`src/rtl/bml_pkg.sv`:
```
`timescale 1ns / 1ps

package bml_pkg;

  localparam int XW = 32;
  localparam int OW = 14;

  localparam int PRIME_DEF      = 10007;
  localparam int MAX_DIGITS_DEF = 3;

  typedef enum logic [3:0] {
    OP_FACT,
    OP_PACC,
    OP_PSQ,
    OP_INVF,
    OP_DIVN,
    OP_DIVK,
    OP_MA,
    OP_MB,
    OP_MC
  } op_t;

  typedef enum logic [4:0] {
    ST_INIT,
    ST_FACT_ISSUE,
    ST_FACT_WAIT,
    ST_POW_INIT,
    ST_POW_CHECK,
    ST_POW_SQ,
    ST_POW_WAIT,
    ST_SEED,
    ST_INVF_ISSUE,
    ST_INVF_WAIT,
    ST_IDLE,
    ST_DIG_CHECK,
    ST_DIV_K,
    ST_DIV_WAIT,
    ST_READ,
    ST_MUL_AB,
    ST_MUL_B,
    ST_MUL_WAIT1,
    ST_MUL_C,
    ST_MUL_WAIT2,
    ST_DONE
  } state_t;

  typedef struct packed {
    logic init;
    logic idx_inc;
    logic idx_dec;
    logic pow_init;
    logic e_shift;
    logic seed;
    logic load;
    logic acc_zero;
    logic rd;
    logic out_load;
    logic issue;
    op_t  op;
  } cmd_t;

  typedef struct packed {
    logic busy;
    logic idx_last;
    logic idx_one;
    logic e_zero;
    logic e_bit0;
    logic k_zero;
    logic kd_gt_nd;
    logic out_free;
  } status_t;

endpackage

```
`src/rtl/bml_ctrl.sv`:
```
`timescale 1ns / 1ps

module bml_ctrl #(
  parameter int MAX_DIGITS = bml_pkg::MAX_DIGITS_DEF
) (
  input  logic             clk,
  input  logic             rst,
  input  logic             in_valid,
  output logic             in_stall,
  output bml_pkg::cmd_t    cmd,
  input  bml_pkg::status_t status
);

  localparam int DW = $clog2(MAX_DIGITS + 1);

  bml_pkg::state_t state, state_next;
  logic [DW-1:0]   dig, dig_next;

  always_ff @(posedge clk) begin
    if (rst) begin
      state <= bml_pkg::ST_INIT;
    end else begin
      state <= state_next;
    end
    dig <= dig_next;
  end

  assign in_stall = (state != bml_pkg::ST_IDLE);

  always_comb begin
    state_next = state;
    dig_next   = dig;
    cmd        = '0;
    unique case (state)
      bml_pkg::ST_INIT: begin
        cmd.init   = 1'b1;
        state_next = bml_pkg::ST_FACT_ISSUE;
      end
      bml_pkg::ST_FACT_ISSUE: begin
        cmd.issue  = 1'b1;
        cmd.op     = bml_pkg::OP_FACT;
        state_next = bml_pkg::ST_FACT_WAIT;
      end
      bml_pkg::ST_FACT_WAIT: begin
        if (!status.busy) begin
          if (status.idx_last) begin
            state_next = bml_pkg::ST_POW_INIT;
          end else begin
            cmd.idx_inc = 1'b1;
            state_next  = bml_pkg::ST_FACT_ISSUE;
          end
        end
      end
      bml_pkg::ST_POW_INIT: begin
        cmd.pow_init = 1'b1;
        state_next   = bml_pkg::ST_POW_CHECK;
      end
      bml_pkg::ST_POW_CHECK: begin
        if (status.e_zero) begin
          state_next = bml_pkg::ST_SEED;
        end else begin
          cmd.issue  = status.e_bit0;
          cmd.op     = bml_pkg::OP_PACC;
          state_next = bml_pkg::ST_POW_SQ;
        end
      end
      bml_pkg::ST_POW_SQ: begin
        cmd.issue   = 1'b1;
        cmd.op      = bml_pkg::OP_PSQ;
        cmd.e_shift = 1'b1;
        state_next  = bml_pkg::ST_POW_WAIT;
      end
      bml_pkg::ST_POW_WAIT: begin
        if (!status.busy) begin
          state_next = bml_pkg::ST_POW_CHECK;
        end
      end
      bml_pkg::ST_SEED: begin
        cmd.seed   = 1'b1;
        state_next = bml_pkg::ST_INVF_ISSUE;
      end
      bml_pkg::ST_INVF_ISSUE: begin
        cmd.issue  = 1'b1;
        cmd.op     = bml_pkg::OP_INVF;
        state_next = bml_pkg::ST_INVF_WAIT;
      end
      bml_pkg::ST_INVF_WAIT: begin
        if (!status.busy) begin
          if (status.idx_one) begin
            state_next = bml_pkg::ST_IDLE;
          end else begin
            cmd.idx_dec = 1'b1;
            state_next  = bml_pkg::ST_INVF_ISSUE;
          end
        end
      end
      bml_pkg::ST_IDLE: begin
        if (in_valid) begin
          cmd.load   = 1'b1;
          dig_next   = '0;
          state_next = bml_pkg::ST_DIG_CHECK;
        end
      end
      bml_pkg::ST_DIG_CHECK: begin
        if (status.k_zero || (dig == DW'(MAX_DIGITS))) begin
          state_next = bml_pkg::ST_DONE;
        end else begin
          cmd.issue  = 1'b1;
          cmd.op     = bml_pkg::OP_DIVN;
          state_next = bml_pkg::ST_DIV_K;
        end
      end
      bml_pkg::ST_DIV_K: begin
        cmd.issue  = 1'b1;
        cmd.op     = bml_pkg::OP_DIVK;
        state_next = bml_pkg::ST_DIV_WAIT;
      end
      bml_pkg::ST_DIV_WAIT: begin
        if (!status.busy) begin
          state_next = bml_pkg::ST_READ;
        end
      end
      bml_pkg::ST_READ: begin
        // a digit of k above the digit of n zeroes the whole product
        if (status.kd_gt_nd) begin
          cmd.acc_zero = 1'b1;
          state_next   = bml_pkg::ST_DONE;
        end else begin
          cmd.rd     = 1'b1;
          state_next = bml_pkg::ST_MUL_AB;
        end
      end
      bml_pkg::ST_MUL_AB: begin
        cmd.issue  = 1'b1;
        cmd.op     = bml_pkg::OP_MA;
        state_next = bml_pkg::ST_MUL_B;
      end
      bml_pkg::ST_MUL_B: begin
        cmd.issue  = 1'b1;
        cmd.op     = bml_pkg::OP_MB;
        state_next = bml_pkg::ST_MUL_WAIT1;
      end
      bml_pkg::ST_MUL_WAIT1: begin
        if (!status.busy) begin
          state_next = bml_pkg::ST_MUL_C;
        end
      end
      bml_pkg::ST_MUL_C: begin
        cmd.issue  = 1'b1;
        cmd.op     = bml_pkg::OP_MC;
        state_next = bml_pkg::ST_MUL_WAIT2;
      end
      bml_pkg::ST_MUL_WAIT2: begin
        if (!status.busy) begin
          dig_next   = dig + DW'(1);
          state_next = bml_pkg::ST_DIG_CHECK;
        end
      end
      bml_pkg::ST_DONE: begin
        if (status.out_free) begin
          cmd.out_load = 1'b1;
          state_next   = bml_pkg::ST_IDLE;
        end
      end
      default: begin
        state_next = bml_pkg::ST_INIT;
      end
    endcase
  end

endmodule
```
`config.mk`:
```
export PLATFORM = sky130hd
export DESIGN_NAME = bml_ctrl
export DESIGN_NICKNAME = d
export VERILOG_FILES = /design/src/rtl/bml_pkg.sv /design/src/rtl/bml_ctrl.sv
export SDC_FILE = /design/constraint.sdc
export NUM_CORES = 1
export LEC_CHECK = 0
export BUFFER_PORTS_ARGS = -buffer_cell sky130_fd_sc_hd__clkbuf_2
export CORE_MARGIN = 8
export CORE_UTILIZATION = 45
export DETAILED_ROUTE_END_ITERATION = 8
export GPL_TIMING_DRIVEN = 0
export PLACE_DENSITY_LB_ADDON = 0.15
export SYNTH_ARGS = -nofsm -noshare
export SYNTH_HDL_FRONTEND = slang
export SYNTH_SLANG_ARGS = --single-unit
```
`constraint.sdc`:
```
create_clock -name clk -period 1.71 [get_ports clk]
set_input_delay 0.2565 -clock clk [delete_from_list [all_inputs] [get_ports clk]]
set_output_delay 0.2565 -clock clk [all_outputs]
set_load 0.02 [all_outputs]
```
==> results of run 1 <==
-- cell families (layout without fill, tap and decap cells) --
family                     Yosys count  after routing
DFF                                  7              7
buffers and inverters               16             63
AOI/OAI and AO/OA                   28             28
adders and majority gates            1              1
and+or+nand+nor                     70             70
xor gates and xnor gates             2              2
-- repair_timing --
item | in CTS | in global routing
cloned | 0 | 1
gates resized for setup | 66 | 31
buffers inserted | 10 | 7
pin swaps | 6 | 11
endpoints found under the setup margin | 21 | 20
-- worst register-to-register path, stage by stage, from the launching register on --
cell and delay [ns]:
dfxtp_4 0.36, buf_6 0.13, buf_4 0.14, buf_4 0.15
xor2_1 0.14, nor4b_1 0.35, nor2_1 0.08, a311oi_1 0.29
-- worst max path at each step --
stage | startpoint | to | slack (ns) | cells past startpoint
after floorplan | dig[0] | cmd[4] | -0.12 | 6
after global placement | state[0] | cmd[1] | -0.27 | 8
after detailed placement | state[0] | cmd[1] | -0.27 | 8
after CTS | state[2] | cmd[4] | -0.22 | 7
after global routing | state[2] | cmd[1] | -0.31 | 7
final | state[2] | cmd[1] | -0.26 | 7
-- power by group --
| group | internal [mW] | total [mW] | switching [mW] |
|---|---|---|---|
| Combinational | 1.05 | 2.18 | 1.13 |
| Clock | 0.0861 | 0.160 | 0.0737 |
| Sequential | 0.244 | 0.326 | 0.0813 |
| Total | 1.38 | 2.67 | 1.29 |
-- placed cells by master, fill, tap and decap left out, types with 2 or more instances in the layout --
master	count
dfxtp_4	4
nand2b_1	6
buf_6	7
clkbuf_8	4
o22a_1	2
buf_4	21
buf_8	4
a311oi_1	3
a211oi_1	2
or3_1	3
nor4_1	2
inv_1	4
nor2_4	3
nand2b_4	2
nand3_1	2
a21oi_1	7
o21ai_2	2
nor3_4	3
nand2_1	6
nor3_1	4
or2_4	3
nor4b_1	2
clkbuf_2	12
clkbuf_4	8
or3_4	2
nor3_2	3
edfxtp_1	2
a21oi_2	2
nor4bb_1	2
nor2_1	17
-- state kept, by name, summed over array words and instances (netlist names) --
register	cells
state	5
dig	2
-- per-layer routing --
metal / track usage / wire length (microns) / up-vias
met5: 0 / 0 / -
met4: 0.0612 / 191 / 0
met3: 0.0477 / 475 / 30
met2: 0.322 / 1840 / 114
met1: 0.209 / 1420 / 577
li1: - / - / 548
-- stage by stage --
stage | std cells | total power, mW | setup WS (ns) | util | area, sq um
floorplan | 124 | 1.30 | -0.119 | - | 878
global placement | 175 | 1.60 | -0.269 | 0.596 | 1040
detailed placement | 175 | 1.61 | -0.274 | 0.596 | 1040
CTS | 189 | 2.25 | -0.223 | 0.776 | 1360
global route | 196 | 2.78 | -0.308 | 0.865 | 1510
finish | 196 | 2.67 | -0.261 | 0.865 | 1510
-- layout make-up --
class	instances	area (sq um)	area share
Multi-Input combinational cell	101	782	0.518
Timing Repair Buffer	44	348	0.231
Sequential cell	7	175	0.116
Buffer	10	126	0.0837
Tap cell	25	31.3	0.0207
Clock buffer	3	22.5	0.0149
Inverter	5	18.8	0.0124
Clock inverter	1	5.00	0.00332
==> results by group, run 1 <==
Die
  • Die Ht: 59.5 microns
  • Chip Width: 59.5 microns
  • Core footprint: 1750 sq um
  • Die area: 3540 sq um
  • FP Rows: 15
  • IO Pins: 27
  • Starting density of the core: 0.488

Critical path
  • R2R Path Start: state[2]
  • Setup crit end kind: output port
  • Worst r2r dst: state[1]
  • Worst path cell trace: buf_6 > buf_4 > or3_1 > nand2_1 > a21oi_2 > o21ai_2 > clkbuf_8
  • CP Class: reg2out
  • Buf+Inv Stages, Crit Path: 3
  • Crit path max fanout: 5
  • CP max stage cell: dfxtp_4
  • R2R cell count: 7
  • Crit path required time: 1.45 ns
  • Reg2Reg Setup Slack: -0.03 ns
  • CP max stage delay: 0.36 ns
  • Startpoint types: flip-flop
  • Family with the most delay on the worst path: simple AND/OR/NAND/NOR gates
  • Worst EP arrival: 1.71 ns

Drt
  • Residual DRC: 0
  • DR pass1 iterations: 5
  • DR iter-0 viols: 114
  • Routed length per placed instance: 20.0 microns
  • ANT nets after route: 0
  • Vias/cell: 6.47
  • WL final: 3930 microns
  • Via count: 1269

Logic synthesis
  • Largest cells by area after synthesis: dfxtp_1 12%, nor2_1 9.3%, edfxtp_1 7.0%, nand2b_1 6.6%, a21oi_1 5.3%
  • Synth Area in Compound Gates: 0.231
  • Yosys cell types: 41
  • Adder-cell share of the synthesized area: 0.0147
  • Asr flop ratio synth: 0
  • Synth Cell Area: 852 sq um
  • Ys flop type: dfxtp_1
  • Sequential fraction of the synthesis area: 0.188
  • Mapped Nets: 136
  • Number of synthesized flops with an enable pin: 2
  • Post-synthesis mux area share: 0
  • Largest family of logic cells by synthesized area: simple AND/OR/NAND/NOR gates
  • Synth top cells by count: 21 x nor2_1, 9 x a21oi_1, 9 x nand2b_1, 9 x nor3_1, 7 x nand2_1
  • Synth Area in XOR/XNOR: 0.0206
  • Simple-Gate Fraction of Synth Area: 0.458
  • Synth Register Bits: 7
  • Count leader, synth: nor2_1
  • YS warnings: 0
  • Yosys top cell area share: 0.117
  • Post-Syn Area per Cell: 6.87 sq um
  • Area leader, netlist: dfxtp_1
  • Syn Inst Count: 124

Clocking
  • CTS buffer count: 3
  • CTS HTree Levels: 1
  • Clock transition at path regs: 0.06 ns
  • CTS tree: yes
  • Worst-skew pair later-pin latency: 0.26 ns
  • Clock tree buffer depth: 2
  • Clock sinks: 7
  • Clk root buf: clkbuf_4
  • Hold buffer count at CTS: 0

GRT
  • Congestion Overflow GR: 0
  • Initial antenna violation count: 0
  • Pin count of the biggest net entering global routing: 11
  • Vias in the first global route: 1105
  • First-pass GRT wire length: 5110 microns
  • Gr usage total: 0.184

Placement
  • Final Wtd Congestion: 0.954
  • Hpwl dp: 2060 microns
  • Port Buf Inserts: 26

Timing
  • WHS: 0.238 ns
  • Setup violators final: 15
  • Final Hold Fails: 0
  • Final Slew Violations: 0
  • Ratio of final minimum period to clock period: 1.15
  • Worst-Margin Slew: 0.506 ns
  • RSZ-0062 raised after global routing: true
  • Final min period: 1.97 ns
  • Setup_tns: -1.35 ns
  • Final setup skew: 0.000726 ns
  • Max-slew headroom: 0.659
  • FMAX: 0.507 GHz
  • Final worst slack: -0.261 ns

Final layout
  • Ant. Diodes: 0
  • Fraction of layout instances using a drive strength above 1: 0.556
  • Fillcell total: 93
  • Layout Nets: 184
  • Area Overhead vs Synth: 77.1%

Power and ir drop
  • P per Cell Area: 1770 nW/um^2
  • VDD IR max: 1260 uV
  • P_leak: 0.643 nW

Min path
  • HP Start: rst
  • WHS Endpoint: state[4]
  • Worst min-delay path class: in2reg
  • Worst hold stages: 2

Run status
  • Status: finished with violations
  • Violated checks: setup timing

Run
  • Max-capacitance violation count: 0
Note: power is estimated with default switching activity, not from simulation.
==> inputs of run 2 (changes only) <==
ABC_AREA = 1   (was unset)
==> run 2 against run 1 <==
  * The run now ends clean
  * Largest power group unchanged
  * Clock-buffer cell count increased by 1
  * Cell area fell by 15%
  * Total power fell by 49%
  * Die area increased by 1.1%
  * Via count is 6.9% lower
  * Critical path depth stayed put
  * Clock power is 8% lower
  * Synthesized area up 1.5%
  * Core utilization down 18 points
  * First-iteration DRC count is 52% lower
  * Sequential cell count did not move
  * Global-route usage shrank 2.1 points
==> results by group, run 2 <==
Die
  • FP Rows: 16
  • Chip Width: 59.8 microns
  • Core footprint: 1880 sq um
  • Starting density of the core: 0.459
  • Die area: 3580 sq um
  • IO Pins: 27
  • Die Ht: 59.8 microns

Timing
  • Final Slew Violations: 0
  • Setup violators final: 0
  • Worst-Margin Slew: 0.362 ns
  • Final setup skew: 0.000357 ns
  • Ratio of final minimum period to clock period: 0.987
  • FMAX: 0.593 GHz
  • Final worst slack: 0.0230 ns
  • Final Hold Fails: 0
  • Final min period: 1.69 ns
  • Max-slew headroom: 0.758
  • RSZ-0062 raised after global routing: true

Logic synthesis
  • YS warnings: 0
  • Number of synthesized flops with an enable pin: 2
  • Sequential fraction of the synthesis area: 0.185
  • Synth top cells by count: 37 x nand2_1, 24 x nor2_1, 20 x nand3_1
  • Count leader, synth: nand2_1
  • Asr flop ratio synth: 0
  • Area leader, netlist: nand2_1
  • Largest cells by area after synthesis: nand2_1 16%, dfxtp_1 12%, nand3_1 12%, nor2_1 10%, edfxtp_1 6.9%
  • Synth Register Bits: 7
  • Syn Inst Count: 150
  • Yosys top cell area share: 0.161
  • Post-Syn Area per Cell: 5.76 sq um
  • Mapped Nets: 162
  • Ys flop type: dfxtp_1
  • Yosys cell types: 28
  • Synth Cell Area: 865 sq um

GRT
  • First-pass GRT wire length: 4650 microns
  • Gr usage total: 0.163
  • Pin count of the biggest net entering global routing: 11
  • Initial antenna violation count: 0
  • Vias in the first global route: 1060
  • Congestion Overflow GR: 0

Critical path
  • Buf+Inv Stages, Crit Path: 2
  • Reg2Reg Setup Slack: 0.13 ns
  • Setup crit end kind: output port
  • R2R cell count: 10
  • Crit path required time: 1.45 ns
  • Family with the most delay on the worst path: simple AND/OR/NAND/NOR gates
  • R2R Path Start: state[0]
  • Worst EP arrival: 1.43 ns
  • Worst r2r dst: state[3]
  • CP max stage delay: 0.42 ns
  • CP startpoint: state[3]
  • CP Class: reg2out
  • Worst path cell trace: nand3_2 > inv_1 > nand2_1 > nand2_2 > nor2_2 > nand3_1 > clkbuf_8
  • CP max stage cell: dfxtp_4
  • Crit path max fanout: 6
  • Startpoint types: flip-flop

Final layout
  • Final Util: 0.680
  • Post-route cell area: 1280 sq um
  • Fraction of layout instances using a drive strength above 1: 0.427
  • Commonest non-fill, non-tap cell in the layout: nand2_1
  • Layout Nets: 205
  • Top reg by flops: state
  • Top Registers: state x5, dig x2
  • Largest register FFs: 5
  • Ant. Diodes: 0
  • Most frequent cells in the layout: 32 x nand2_1, 20 x clkbuf_2, 19 x nor2_1, 17 x nand3_1, 15 x buf_4
  • Area Overhead vs Synth: 48.0%

Drt
  • DR iter-0 viols: 55
  • DR pass1 iterations: 4
  • Vias/cell: 5.39
  • Residual DRC: 0
  • Routed length per placed instance: 13.8 microns
  • WL final: 3020 microns
  • ANT nets after route: 0
  • Via count: 1181

Min path
  • WHS Endpoint: state[1]
  • Worst hold stages: 2
  • Worst min-delay path class: in2reg
  • HP Start: rst

Run status
  • Status: completed

Placement
  • Hpwl dp: 2050 microns
  • Pre-CTS WS: 0.0812 ns
  • Final Wtd Congestion: 0.887
  • Port Buf Inserts: 25
  • Placed cell area: 1020 sq um

Clocking
  • Hold buffer count at CTS: 0
  • Clock transition at path regs: 0.05 ns
  • Clock tree buffer depth: 2
  • Clock sinks: 7
  • CTS buffer count: 3
  • Worst-skew pair later-pin latency: 0.24 ns
  • Clk root buf: clkbuf_4
  • CTS HTree Levels: 1
  • CTS tree: yes

Power and ir drop
  • VDD IR max: 733 uV
  • P_leak: 0.680 nW
  • P per Cell Area: 1050 nW/um^2

Run
  • Max-capacitance violation count: 0
-- run 2: cell types whose count changed after synthesis, sizes merged, moves of 5 or more --
| cell | previous run | this run |
|---|---|---|
| or3 | 5 | 0 |
| inv | 5 | 18 |
| nand2b | 9 | 0 |
| nand2 | 7 | 39 |
| nand3 | 2 | 21 |
| nor2 | 21 | 32 |
| nand4 | 0 | 7 |
| nor3 | 10 | 3 |
-- run 2: report_power, final --
part	internal (mW)	switching [mW]	leakage [nW]
Sequential	0.213	0.0757	0.0666
Clock	0.0889	0.0593	0.0150
Combinational	0.383	0.529	0.598
-- run 2: cell families (layout without fill, tap and decap cells) --
family,Yosys count,in the layout,share of synthesized area
compound gates,12,12,0.0753
fa+ha+maj,1,1,0.0145
buf+inv,25,66,0.137
flops,7,7,0.185
simple gates,105,106,0.588
-- run 2: per-stage QoR --
step	setup TNS (ns)	instances	hold WS, ns	power (mW)
2_1_floorplan	0	150	0.326	0.729
3_3_place_gp	0	202	0.489	0.889
5_1_grt	-0.175	219	0.227	1.45
3_5_place_dp	0	202	0.492	0.890
4_1_cts	-0.00632	212	0.223	1.17
6_report	0	219	0.226	1.35
-- run 2: what timing repair did --
item,CTS,global route
pin swaps,3,9
setup endpoints to repair,5,16
gates resized for setup,22,21
buffers inserted,6,9
endpoints found under the hold margin,0,0
gates cloned,0,1
-- run 2: layout make-up --
class | instances | area [sq um]
multi-input cells | 119 | 671
fillers | 180 | 602
plain buffers | 3 | 26.3
inverters | 19 | 77.6
clock buffers | 4 | 26.3
flip-flops and latches | 7 | 175
repair buffers | 40 | 270
well taps | 27 | 33.8
-- run 2: worst max path at each step --
stage | slack [ns] | endpoint | cells after the start
global route | -0.06 | cmd[4] | 8
detailed placement | 0.08 | cmd[4] | 7
CTS | -0.006 | cmd[4] | 9
floorplan | 0.11 | cmd[1] | 8
global placement | 0.08 | cmd[4] | 7
finish | 0.02 | cmd[4] | 7
-- run 2: per-layer routing --
| layer | global-route usage | routed length, microns | part of all wire |
|---|---|---|---|
| met5 | 0 | 0 | 0 |
| met4 | 0.0136 | 10 | 0.0033 |
| met3 | 0.0452 | 281 | 0.093 |
| met2 | 0.282 | 1510 | 0.50 |
| met1 | 0.201 | 1210 | 0.40 |
==> inputs of run 3 (changes only) <==
--- a/config.mk
+++ b/config.mk
@@ -6,8 +6,8 @@
 export NUM_CORES = 1
 export LEC_CHECK = 0
-export ABC_AREA = 1
 export BUFFER_PORTS_ARGS = -buffer_cell sky130_fd_sc_hd__clkbuf_2
 export CORE_MARGIN = 8
 export CORE_UTILIZATION = 45
+export CTS_CLUSTER_SIZE = 12
 export DETAILED_ROUTE_END_ITERATION = 8
 export GPL_TIMING_DRIVEN = 0
==> constraint.sdc (replaced) <==
create_clock -name clk -period 1.71 [get_ports clk]
set_input_delay 0.342 -clock clk [delete_from_list [all_inputs] [get_ports clk]]
set_output_delay 0.342 -clock clk [all_outputs]
set_load 0.02 [all_outputs]
==> run 3 against run 2 <==
  * The flow now stops in 5_1_grt
  * Synthesized cell count fell by 17%
  * Synthesized area down 1.4%
==> results by group, run 3 <==
Run status
  • Status: stopped before the end
  • Failed at: 5_1_grt
  • Err: [ERROR DPL-0033] detailed placement checks failed during check placement.

Logic synthesis
  • Mapped Nets: 136
  • YS warnings: 0
  • Number of synthesized flops with an enable pin: 2
  • Synth top cells by count: 21 x nor2_1, 9 x a21oi_1, 9 x nand2b_1, 9 x nor3_1, 7 x nand2_1
  • Synth Cell Area: 852 sq um
  • Ys flop type: dfxtp_1
  • Yosys cell types: 41
  • Syn Inst Count: 124
  • Synth Register Bits: 7
  • Area leader, netlist: dfxtp_1
  • Largest cells by area after synthesis: dfxtp_1 12%, nor2_1 9.3%, edfxtp_1 7.0%, nand2b_1 6.6%, a21oi_1 5.3%
  • Post-Syn Area per Cell: 6.87 sq um
  • Asr flop ratio synth: 0
  • Sequential fraction of the synthesis area: 0.188
  • Yosys top cell area share: 0.117
  • Count leader, synth: nor2_1

Clocking
  • Clock sinks: 7
  • CTS buffer count: 3
  • Hold buffer count at CTS: 0
  • CTS HTree Levels: 1
  • Clk root buf: clkbuf_4
  • Clock tree buffer depth: 2

Die
  • FP Rows: 15
  • Chip Width: 59.5 microns
  • IO Pins: 27
  • Starting density of the core: 0.488
  • Die Ht: 59.5 microns

Placement
  • Hpwl dp: 2000 microns
  • Final Wtd Congestion: 0.942
  • Port Buf Inserts: 26

GRT
  • Initial antenna violation count: 0
  • Pin count of the biggest net entering global routing: 11

Timing
  • WEP type: output port
  • Worst setup endpoint GRT: cmd[4]
==> run 3: changes by cell type after synthesis, sizes merged, moves of 5 or more <==
cell    before  now
inv         18    5
nand2       39    7
nand2b       0    9
nand3       21    2
nand4        7    0
nor2        32   21
nor3         3   10
or3          0    5
==> run 3: cell families after synthesis <==
logic type	Yosys count	synth area share
AND/OR/NAND/NOR	70	0.458
AO/OA/AOI/OAI	28	0.231
buffers and inverters	16	0.0881
flip-flops	7	0.188
XOR/XNOR	2	0.0206
adder cells (fa/ha/maj)	1	0.0147
==> run 3: repair_timing <==
| action | in CTS |
|---|---|
| buffers inserted | 15 |
| pin swaps | 8 |
| endpoints found under the setup margin | 21 |
| gates resized for setup | 59 |
| endpoints found under the hold margin | 0 |
==> run 3: stage by stage <==
stage	instance area, sq um	setup slack (ns)	setup TNS [ns]	std cells
floorplan	896	-0.152	-0.280	124
CTS	1390	-0.280	-2.23	193
global placement	1060	-0.284	-1.87	175
detailed placement	1060	-0.282	-2.13	175
==> inputs of run 4 (changes only) <==
CORE_AREA = 8 8 69 71   (was unset)
CORE_MARGIN = unset   (was 8)
CORE_UTILIZATION = unset   (was 45)
CTS_CLUSTER_SIZE = unset   (was 12)
DIE_AREA = 0 0 77 79   (was unset)
clock period = 2.2 ns   (was 1.71 ns; I/O delays follow)
==> run 4 against run 3 <==
  * The flow now finishes without violations
==> results by group, run 4 (synthesized netlist as in run 1, its figures left out) <==
GRT
  • Gr usage total: 0.0971
  • Initial antenna violation count: 0
  • Pin count of the biggest net entering global routing: 11
  • First-pass GRT wire length: 4910 microns
  • Congestion Overflow GR: 0
  • Vias in the first global route: 1011

Timing
  • FMAX: 0.470 GHz
  • Final min period: 2.13 ns
  • Final Slew Violations: 0
  • Worst-Margin Slew: 0.448 ns
  • Ratio of final minimum period to clock period: 0.966
  • Max-slew headroom: 0.699
  • Final setup skew: 0.00246 ns
  • RSZ-0062 raised after global routing: true
  • Final Hold Fails: 0
  • Setup violators final: 0

Clocking
  • Clock sinks: 7
  • Postcts setup bufs: 0
  • Hold buffer count at CTS: 0
  • CTS buffer count: 3
  • Worst-skew pair later-pin latency: 0.22 ns
  • Clock tree buffer depth: 2
  • CTS HTree Levels: 1
  • CTS tree: yes
  • Clock transition at path regs: 0.04 ns
  • Clk root buf: clkbuf_8

Run
  • Max-capacitance violation count: 0

Run status
  • Status: completed

Final layout
  • Most frequent cells in the layout: 25 x clkbuf_2, 20 x nor2_1, 9 x nor3_1, 9 x a21oi_1, 8 x nand2b_1
  • Finished Layout Cells: 204
  • Commonest non-fill, non-tap cell in the layout: clkbuf_2
  • Fillcell total: 442
  • Largest register FFs: 5
  • Footprint of the multi-input gates: 651 sq um
  • Layout Nets: 167
  • Top reg by flops: state
  • Area Overhead vs Synth: 36.3%
  • Top Registers: state x5, dig x2
  • Ant. Diodes: 0
  • Fraction of layout instances using a drive strength above 1: 0.338
  • FF+latch area: 163 sq um
  • Post-route cell area: 1160 sq um

Placement
  • Port Buf Inserts: 26
  • Hpwl dp: 2280 microns
  • Placed cell area: 1040 sq um
  • Final Wtd Congestion: 0.862
  • Placed Instances: 200

Drt
  • Via count: 1030
  • Vias/cell: 5.05
  • DR pass1 iterations: 4
  • Routed length per placed instance: 14.4 microns
  • WL final: 2930 microns
  • DR iter-0 viols: 83
  • Residual DRC: 0
  • ANT nets after route: 0

Die
  • Die Ht: 79 microns
  • IO Pins: 27
  • Starting density of the core: 0.224
  • Core footprint: 3800 sq um
  • Die area: 6080 sq um
  • Chip Width: 77 microns
  • FP Rows: 23

Min path
  • Worst min-delay path class: in2reg

Critical path
  • CP Class: reg2out
  • Worst EP arrival: 1.69 ns
  • Crit path max fanout: 10
  • Startpoint types: flip-flop
  • Setup crit end kind: output port
  • Crit path required time: 1.76 ns

Power and ir drop
  • P_leak: 0.477 nW
  • P per Cell Area: 1320 nW/um^2
  • VDD IR max: 238 uV
  • Design Power: 1.53 mW
run 4: per-stage QoR:
stage	setup WS, ns	util	TNS, ns	hold WS (ns)
after floorplan	0.0838	-	0	0.509
after global placement	-0.0635	0.275	-0.0635	0.555
after detailed placement	-0.0908	0.275	-0.0908	0.564
after CTS	0.00971	0.297	0	0.458
after global routing	-0.0226	0.306	-0.0226	0.485
final	0.0743	0.306	0	0.458
run 4: layout make-up:
class	count	share of cell area
buffer	11	0.0733
timing repair buffer	26	0.116
sequential	7	0.140
clock inverter	1	0.00431
multi-input combinational	101	0.560
tap	50	0.0539
clock buffer	3	0.0356
inverter	5	0.0162
run 4: critical path, cell delays in order (launching register included):
cell	delay, ns
dfxtp_2	0.35
buf_6	0.15
nor2b_1	0.14
a21oi_1	0.16
o32a_1	0.17
nor2_1	0.03
or3_1	0.29
buf_2	0.16
run 4: layer usage:
metal | global-route usage | vias up | share of wire
met4 | 0.0170 | 0 | 0
li1 | - | 513 | -
met1 | 0.117 | 484 | 0.46
met5 | 0 | - | 0
met3 | 0.0260 | 0 | 0.047
met2 | 0.171 | 33 | 0.50
run 4: path summary, 6_finish.rpt:
path	cells past startpoint	slack, ns	startpoint	to
worst min register to register	1	0.56	dig[0]	dig[0]
worst min-delay path	2	0.46	rst	state[2]
worst max-delay path	7	0.07	state[2]	cmd[4]
worst max register to register	4	0.47	state[3]	dig[0]
run 4: what timing repair did:
action	4_1_cts	5_1_grt
pin swaps	0	1
gates cloned	0	0
gates resized for setup	15	17
endpoints found under the setup margin	8	8
endpoints found under the hold margin	0	0
run 4: power breakdown:
part	internal [mW]	switching [mW]
Clock	0.122	0.0515
Sequential	0.177	0.0440
Combinational	0.463	0.673
